===== src/sv/hcp_pkg.sv =====
`default_nettype none
package hcp_pkg;

  localparam int MAX_DIGITS = 8;
  localparam int DIGIT_W    = 4;
  localparam int COUNT_W    = $clog2(MAX_DIGITS + 1);
  localparam int INDEX_W    = $clog2(MAX_DIGITS);

  localparam logic [7:0] CHAR_TAB   = 8'd9;
  localparam logic [7:0] CHAR_SPACE = 8'd32;
  localparam logic [7:0] CHAR_HASH  = 8'd35;
  localparam logic [7:0] CHAR_0     = 8'd48;
  localparam logic [7:0] CHAR_9     = 8'd57;
  localparam logic [7:0] CHAR_UA    = 8'd65;
  localparam logic [7:0] CHAR_UF    = 8'd70;
  localparam logic [7:0] CHAR_LA    = 8'd97;
  localparam logic [7:0] CHAR_LF    = 8'd102;

  localparam logic [7:0] ALPHA_OPAQUE = 8'd255;

  typedef enum logic [1:0] {
    PH_LEAD,
    PH_DIGITS,
    PH_TRAIL
  } phase_t;

  typedef struct packed {
    logic               is_hex;
    logic [DIGIT_W-1:0] value;
  } hex_t;

  // parser state as seen by the result stage on an end-of-text transaction
  typedef struct packed {
    logic                                failed;
    logic [COUNT_W-1:0]                  count;
    logic [MAX_DIGITS-1:0][DIGIT_W-1:0]  digits;
  } snap_t;

  function automatic logic is_blank(input logic [7:0] c);
    return (c == CHAR_SPACE) || (c == CHAR_TAB);
  endfunction

  function automatic hex_t hex_value(input logic [7:0] c);
    hex_t h;
    logic [7:0] t;
    h.is_hex = 1'b1;
    h.value  = '0;
    t        = '0;
    if (c >= CHAR_0 && c <= CHAR_9) begin
      t = c - CHAR_0;
    end else if (c >= CHAR_LA && c <= CHAR_LF) begin
      t = c - CHAR_LA + 8'd10;
    end else if (c >= CHAR_UA && c <= CHAR_UF) begin
      t = c - CHAR_UA + 8'd10;
    end else begin
      h.is_hex = 1'b0;
    end
    h.value = t[DIGIT_W-1:0];
    return h;
  endfunction

endpackage
`default_nettype wire


===== src/sv/hcp_in_if.sv =====
`default_nettype none
interface hcp_in_if;
  logic       valid;
  logic       ready;
  logic [7:0] ch;
  logic       end_of_text;

  modport source (output valid, output ch, output end_of_text, input ready);
  modport sink   (input valid, input ch, input end_of_text, output ready);
endinterface
`default_nettype wire


===== src/sv/hcp_out_if.sv =====
`default_nettype none
interface hcp_out_if;
  logic       valid;
  logic       ready;
  logic       valid_res;
  logic [7:0] red;
  logic [7:0] green;
  logic [7:0] blue;
  logic       alpha_given;
  logic [7:0] alpha;

  modport source (output valid, output valid_res, output red, output green, output blue,
                  output alpha_given, output alpha, input ready);
  modport sink   (input valid, input valid_res, input red, input green, input blue,
                  input alpha_given, input alpha, output ready);
endinterface
`default_nettype wire


===== src/sv/hcp_scan.sv =====
`default_nettype none
module hcp_scan (
  input  wire logic          clk,
  input  wire logic          rst,
  hcp_in_if.sink             chars,
  input  wire logic          eot_take,
  output logic               eot_fire,
  output hcp_pkg::snap_t     snap
);
  import hcp_pkg::*;

  logic       s1_valid;
  logic [7:0] s1_ch;
  logic       s1_eot;
  logic       advance;

  phase_t                               phase, phase_next;
  logic [COUNT_W-1:0]                   count, count_next;
  logic                                 failed, failed_next;
  logic [MAX_DIGITS-1:0][DIGIT_W-1:0]   digits;
  logic                                 store_en;
  logic [DIGIT_W-1:0]                   store_val;
  hex_t                                 hx;

  // only an end-of-text transaction can be held back by the result side
  assign advance     = s1_valid && (!s1_eot || eot_take);
  assign chars.ready = !s1_valid || advance;
  assign eot_fire    = advance && s1_eot;

  always_ff @(posedge clk) begin
    if (rst) begin
      s1_valid <= 1'b0;
    end else if (chars.valid && chars.ready) begin
      s1_valid <= 1'b1;
    end else if (advance) begin
      s1_valid <= 1'b0;
    end
  end

  always_ff @(posedge clk) begin
    if (chars.valid && chars.ready) begin
      s1_ch  <= chars.ch;
      s1_eot <= chars.end_of_text;
    end
  end

  always_comb begin
    phase_next  = phase;
    count_next  = count;
    failed_next = failed;
    store_en    = 1'b0;
    hx          = hex_value(s1_ch);
    store_val   = hx.value;
    if (advance) begin
      if (s1_eot) begin
        phase_next  = PH_LEAD;
        count_next  = '0;
        failed_next = 1'b0;
      end else if (!failed) begin
        case (phase)
          PH_LEAD: begin
            if (is_blank(s1_ch)) begin
              phase_next = PH_LEAD;
            end else if (s1_ch == CHAR_HASH) begin
              phase_next = PH_DIGITS;
            end else if (hx.is_hex) begin
              phase_next = PH_DIGITS;
              store_en   = 1'b1;
            end else begin
              failed_next = 1'b1;
            end
          end
          PH_DIGITS: begin
            if (is_blank(s1_ch)) begin
              phase_next = PH_TRAIL;
            end else if (hx.is_hex) begin
              store_en = 1'b1;
            end else begin
              failed_next = 1'b1;
            end
          end
          default: begin
            if (!is_blank(s1_ch)) failed_next = 1'b1;
          end
        endcase
        if (store_en) begin
          if (count >= COUNT_W'(MAX_DIGITS)) begin
            failed_next = 1'b1;
            store_en    = 1'b0;
          end else begin
            count_next = count + 1'b1;
          end
        end
      end
    end
  end

  always_ff @(posedge clk) begin
    if (rst) begin
      phase  <= PH_LEAD;
      count  <= '0;
      failed <= 1'b0;
    end else begin
      phase  <= phase_next;
      count  <= count_next;
      failed <= failed_next;
    end
  end

  always_ff @(posedge clk) begin
    if (store_en) digits[count[INDEX_W-1:0]] <= store_val;
  end

  assign snap.failed = failed;
  assign snap.count  = count;
  assign snap.digits = digits;

endmodule
`default_nettype wire


===== src/sv/hcp_result.sv =====
`default_nettype none
module hcp_result (
  input  wire logic          clk,
  input  wire logic          rst,
  input  wire logic          eot_fire,
  input  wire hcp_pkg::snap_t snap,
  output logic               eot_take,
  hcp_out_if.source          result
);
  import hcp_pkg::*;

  logic       res_valid;
  logic       ok;
  logic       ag;
  logic [7:0] v0, v1, v2, v3;
  logic       short_form;
  logic       long_form;

  assign eot_take = !res_valid || result.ready;

  always_comb begin
    short_form = !snap.failed && (snap.count inside {COUNT_W'(3), COUNT_W'(4)});
    long_form  = !snap.failed && (snap.count inside {COUNT_W'(6), COUNT_W'(8)});
    ok = short_form || long_form;
    ag = 1'b0;
    v0 = '0;
    v1 = '0;
    v2 = '0;
    v3 = ALPHA_OPAQUE;
    // times 17 is the nibble repeated in both halves of the byte
    if (short_form) begin
      v0 = {snap.digits[0], snap.digits[0]};
      v1 = {snap.digits[1], snap.digits[1]};
      v2 = {snap.digits[2], snap.digits[2]};
      if (snap.count == COUNT_W'(4)) begin
        v3 = {snap.digits[3], snap.digits[3]};
        ag = 1'b1;
      end
    end else if (long_form) begin
      v0 = {snap.digits[0], snap.digits[1]};
      v1 = {snap.digits[2], snap.digits[3]};
      v2 = {snap.digits[4], snap.digits[5]};
      if (snap.count == COUNT_W'(8)) begin
        v3 = {snap.digits[6], snap.digits[7]};
        ag = 1'b1;
      end
    end
  end

  always_ff @(posedge clk) begin
    if (rst) begin
      res_valid <= 1'b0;
    end else if (eot_fire) begin
      res_valid <= 1'b1;
    end else if (result.ready) begin
      res_valid <= 1'b0;
    end
  end

  always_ff @(posedge clk) begin
    if (eot_fire) begin
      result.valid_res   <= ok;
      result.red         <= v0;
      result.green       <= v1;
      result.blue        <= v2;
      result.alpha_given <= ag;
      result.alpha       <= v3;
    end
  end

  assign result.valid = res_valid;

endmodule
`default_nettype wire


===== src/sv/hex_color_text_parser.sv =====
`default_nettype none
// Hex colour text parser: one character transaction per cycle.
// An end-of-text transaction gives its result by way of the input register, which
// hands it to the result register once that register is free or being read out.
// Throughput: one character every cycle; end-of-text waits only while a result is held.
// Reset (rst, synchronous) clears phase, digit count, failure flag and valids;
// the digit store is not reset.
module hex_color_text_parser (
  input  wire logic clk,
  input  wire logic rst,
  hcp_in_if.sink    chars,
  hcp_out_if.source result
);
  import hcp_pkg::*;

  logic  eot_take;
  logic  eot_fire;
  snap_t snap;

  hcp_scan u_scan (
    .clk      (clk),
    .rst      (rst),
    .chars    (chars),
    .eot_take (eot_take),
    .eot_fire (eot_fire),
    .snap     (snap)
  );

  hcp_result u_result (
    .clk      (clk),
    .rst      (rst),
    .eot_fire (eot_fire),
    .snap     (snap),
    .eot_take (eot_take),
    .result   (result)
  );

endmodule
`default_nettype wire


===== src/flat_wrapper.sv =====
// flat-port wrapper written by rule: the top's interface ports become plain ports
module hex_color_text_parser_flat import hcp_pkg::*;
  (clk, rst, chars_valid, chars_ch, chars_end_of_text, chars_ready, result_valid, result_valid_res, result_red, result_green, result_blue, result_alpha_given, result_alpha, result_ready);
  hcp_in_if chars_i ();
  hcp_out_if result_i ();
  input  wire logic clk;
  input  wire logic rst;
  input wire logic [$bits(chars_i.valid)-1:0] chars_valid;
  input wire logic [$bits(chars_i.ch)-1:0] chars_ch;
  input wire logic [$bits(chars_i.end_of_text)-1:0] chars_end_of_text;
  output wire logic [$bits(chars_i.ready)-1:0] chars_ready;
  output wire logic [$bits(result_i.valid)-1:0] result_valid;
  output wire logic [$bits(result_i.valid_res)-1:0] result_valid_res;
  output wire logic [$bits(result_i.red)-1:0] result_red;
  output wire logic [$bits(result_i.green)-1:0] result_green;
  output wire logic [$bits(result_i.blue)-1:0] result_blue;
  output wire logic [$bits(result_i.alpha_given)-1:0] result_alpha_given;
  output wire logic [$bits(result_i.alpha)-1:0] result_alpha;
  input wire logic [$bits(result_i.ready)-1:0] result_ready;
  assign chars_i.valid = chars_valid;
  assign chars_i.ch = chars_ch;
  assign chars_i.end_of_text = chars_end_of_text;
  assign chars_ready = chars_i.ready;
  assign result_valid = result_i.valid;
  assign result_valid_res = result_i.valid_res;
  assign result_red = result_i.red;
  assign result_green = result_i.green;
  assign result_blue = result_i.blue;
  assign result_alpha_given = result_i.alpha_given;
  assign result_alpha = result_i.alpha;
  assign result_i.ready = result_ready;
  hex_color_text_parser u_core (.clk(clk), .rst(rst), .chars(chars_i), .result(result_i));
endmodule

===== config.mk =====
export PLATFORM = sky130hd
export DESIGN_NAME = hex_color_text_parser_flat
export DESIGN_NICKNAME = d
export VERILOG_FILES = /design/src/sv/hcp_pkg.sv /design/src/sv/hcp_in_if.sv /design/src/sv/hcp_out_if.sv /design/src/sv/hcp_scan.sv /design/src/sv/hcp_result.sv /design/src/sv/hex_color_text_parser.sv /design/src/flat_wrapper.sv
export SDC_FILE = /design/constraint.sdc
export NUM_CORES = 1
export LEC_CHECK = 0
export ABC_CLOCK_PERIOD_IN_PS = 3400
export BUFFER_PORTS_ARGS = -buffer_cell sky130_fd_sc_hd__buf_4
export CELL_PAD_IN_SITES_DETAIL_PLACEMENT = 0
export CELL_PAD_IN_SITES_GLOBAL_PLACEMENT = 1
export CORE_MARGIN = 8
export CORE_UTILIZATION = 45
export CTS_CLUSTER_DIAMETER = 30
export DETAILED_ROUTE_END_ITERATION = 8
export PLACE_DENSITY = 0.88
export SYNTH_ARGS = -nofsm -noshare
export SYNTH_HDL_FRONTEND = slang
export SYNTH_SLANG_ARGS = --single-unit

===== constraint.sdc =====
create_clock -name clk -period 3.4 [get_ports clk]
set_clock_uncertainty 0.1 [all_clocks]
set_input_delay 0.34 -clock clk [delete_from_list [all_inputs] [get_ports clk]]
set_output_delay 0.34 -clock clk [all_outputs]
set_load 0.1 [all_outputs]

==> results.json <==
{
  "status": "finished clean",
  "synth_cell_types": 48,
  "ctsHoldBuffers": 0,
  "ant_nets": 0,
  "finalSetupViolations": 0,
  "fp.dieH_microns": 103,
  "clock_path_buffers": 2,
  "hpwl_microns": 4460,
  "netlist_instances": 243,
  "cp-start-kind": "flip-flop",
  "period_needed_ns": 2.55,
  "dieArea_sq_um": 10700,
  "yosys_warnings": 0,
  "maxSlewViolCount": 0,
  "wl_per_cell_microns": 15.5,
  "fillers": 635,
  "p_leak_uw": 0.00140,
  "cts-buffers-inserted": 9,
  "h-tree-depth": 3,
  "hp-class": "primary input to flip-flop",
  "io_buffers": 48,
  "start_util": 0.454,
  "multiInputGateArea_sq_um": 931,
  "drc": 0,
  "clk_latency_ns": 0.35,
  "tritoncts": "done",
  "fin_util": 0.546,
  "arrival_ns": 2.44,
  "dr.pass1.iters": 4,
  "synth_ff_type": "edfxtp_1",
  "end_kind": "flip-flop",
  "netlist_area_sq_um": 3440,
  "wl_microns": 6220,
  "max_slew.worst_pin.slew_ns": 1.05,
  "synth_top_cell_by_area": "edfxtp_1",
  "gp_congestion": 0.796,
  "antenna_found_initial": 0,
  "crit_fanout": 7,
  "synth_edf_count": 75,
  "overflow": 0,
  "vias": 2082,
  "synth_area_leaders": "edfxtp_1, a22o_1, dfxtp_1",
  "yosys.area.top_type_share": 0.655,
  "drive_gt1_frac": 0.243,
  "yosysSeqAreaShare": 0.707,
  "rsz0062_at_grt": "no",
  "pre_cts_slack_ns": 0.883,
  "maxCapViolCount": 0,
  "synth-seq-cells": 84,
  "layout.nets": 314,
  "postCtsSetupBuffers": 0,
  "period_share": 0.751,
  "drt_iter0_markers": 155,
  "setup_tns_ns": 0,
  "cts_sinks": 84,
  "ctsResizeCount": 0,
  "p_per_area_nw_per_um2": 495,
  "peakVddDrop_v": 0.000223,
  "die_x_microns": 103,
  "num_io_pins": 49,
  "core-area_sq_um": 7570,
  "async_reset_ff_frac": 0,
  "seqCellArea_sq_um": 2430,
  "worst-setup-path-type": "flip-flop to flip-flop",
  "cts.clk_slew.worst_paths_ns": 0.09,
  "cts_root_buf": "clkbuf_8",
  "fmax_mhz": 391,
  "diodes": 0,
  "synth_nets": 262,
  "finalHoldViolCount": 0,
  "grt_max_degree": 36,
  "layout_setup_ws_ns": 0.845,
  "whs_ns": 0.0615,
  "syn2layout_area_growth_pct": 20.3,
  "rows": 32,
  "grt_usage": 0.123,
  "vias_per_cell": 5.18,
  "synth.avg_cell_area_sq_um": 14.1,
  "required_ns": 3.28,
  "slew_headroom": 0.292,
  "grt_pass1_vias": 2011,
  "grt_pass1_wl_microns": 9990
}
==> state kept, by name, summed over array words and instances, names as in the netlist <==
name,cells
u_core.u_result.result.alpha,8
u_core.u_result.result.alpha_given,1
u_core.u_result.result.blue,8
u_core.u_result.result.green,8
u_core.u_result.result.red,8
u_core.u_result.result.valid,1
u_core.u_result.result.valid_res,1
u_core.u_scan.count,4
u_core.u_scan.failed,1
u_core.u_scan.phase,2
u_core.u_scan.s1_ch,8
u_core.u_scan.s1_eot,1
u_core.u_scan.s1_valid,1
u_core.u_scan.snap,32
==> placed cells by master (no fill, tap or decap), types with 2 or more instances in the layout <==
cell type  synthesis  final
a21boi_1           2      2
a21oi_1            9      9
a22o_1            21     21
and2_1             4      4
buf_4              0     51
bufinv_16          0      2
clkbuf_8           0      9
clkinv_4           0      2
dfxtp_1            9      9
edfxtp_1          75     75
ha_1               6      6
inv_1             10     10
nand2_1           15     15
nand2b_1           7      7
nand3_1            4      4
nand3b_1           2      2
nor2_1            13     13
nor2b_1            4      4
nor3_1             9      8
nor4_1             3      3
o21ai_0            4      4
o22ai_1            8      8
o31ai_1            2      2
==> layer usage <==
layer  up-vias  routed length, microns  track usage
li1       1040                       -            -
met1       980                    2730        0.152
met2        56                    2980        0.200
met3         6                     448       0.0301
met4         0                      57       0.0578
met5         -                       0            0
==> worst paths after layout <==
kind              depth (start not counted)                    from                              to  slack [ns]
setup / recovery                          7  u_core.u_scan.s1_ch[0]           u_core.u_scan.snap[6]        0.85
hold / removal                            1             chars_ch[3]          u_core.u_scan.s1_ch[3]        0.06
setup reg to reg                          7  u_core.u_scan.s1_ch[0]           u_core.u_scan.snap[6]        0.85
hold reg to reg                           1  u_core.u_scan.snap[18]  u_core.u_result.result.blue[6]        0.45
==> cell families after synthesis <==
group,count (synthesis),share of synthesized area
and+or+nand+nor,70,0.110
DFF,84,0.707
adders and majority gates,6,0.0218
buffers and inverters,20,0.0233
AOI/OAI and AO/OA,62,0.135
muxes,1,0.00291
==> where the power goes <==
group / internal [uW] / leakage [uW] / switching (uW)
sequential: 1130 / 0.000735 / 12.5
clock: 419 / 0.000109 / 357
combinational: 31.2 / 0.000554 / 94.4
==> Yosys cell counts (2+ instances only) <==
master and count:
clkbuf_1 5, a21boi_1 2, nand2_1 15, nand3b_1 2, ha_1 6, o21ai_0 4, a21oi_1 9, and2_1 4
inv_1 10, a22o_1 21, nor2_1 13, dfxtp_1 9, nor3_1 9, o31ai_1 2, nand2b_1 7, nor4_1 3
nand3_1 4, nor2b_1 4, o22ai_1 8, edfxtp_1 75, buf_2 4
==> stage by stage <==
stage / cell area, sq um / power, uW / std cells
after global placement: 3910 / 1290 / 386
after CTS: 4140 / 2060 / 402
after floorplan: 3440 / 1260 / 243
after global routing: 4140 / 2110 / 402
final: 4140 / 2050 / 402
after detailed placement: 3910 / 1300 / 386
==> cell type report <==
class                           count  area share
Multi-Input combinational cell    139       0.225
Clock inverter                      7      0.0242
Timing Repair Buffer               51      0.0926
Sequential cell                    84       0.588
Inverter                           10     0.00908
Tap cell                          102      0.0309
Clock buffer                        9      0.0300
==> critical path: stages (launching register included) <==
cell and delay (ns):
edfxtp_1 0.48, inv_1 0.09, ha_1 0.23, o21bai_1 0.10
a21oi_2 0.29, o21ai_2 0.17, or2_1 0.28, nor3_1 0.43
Power figures use the tool's default switching activity.
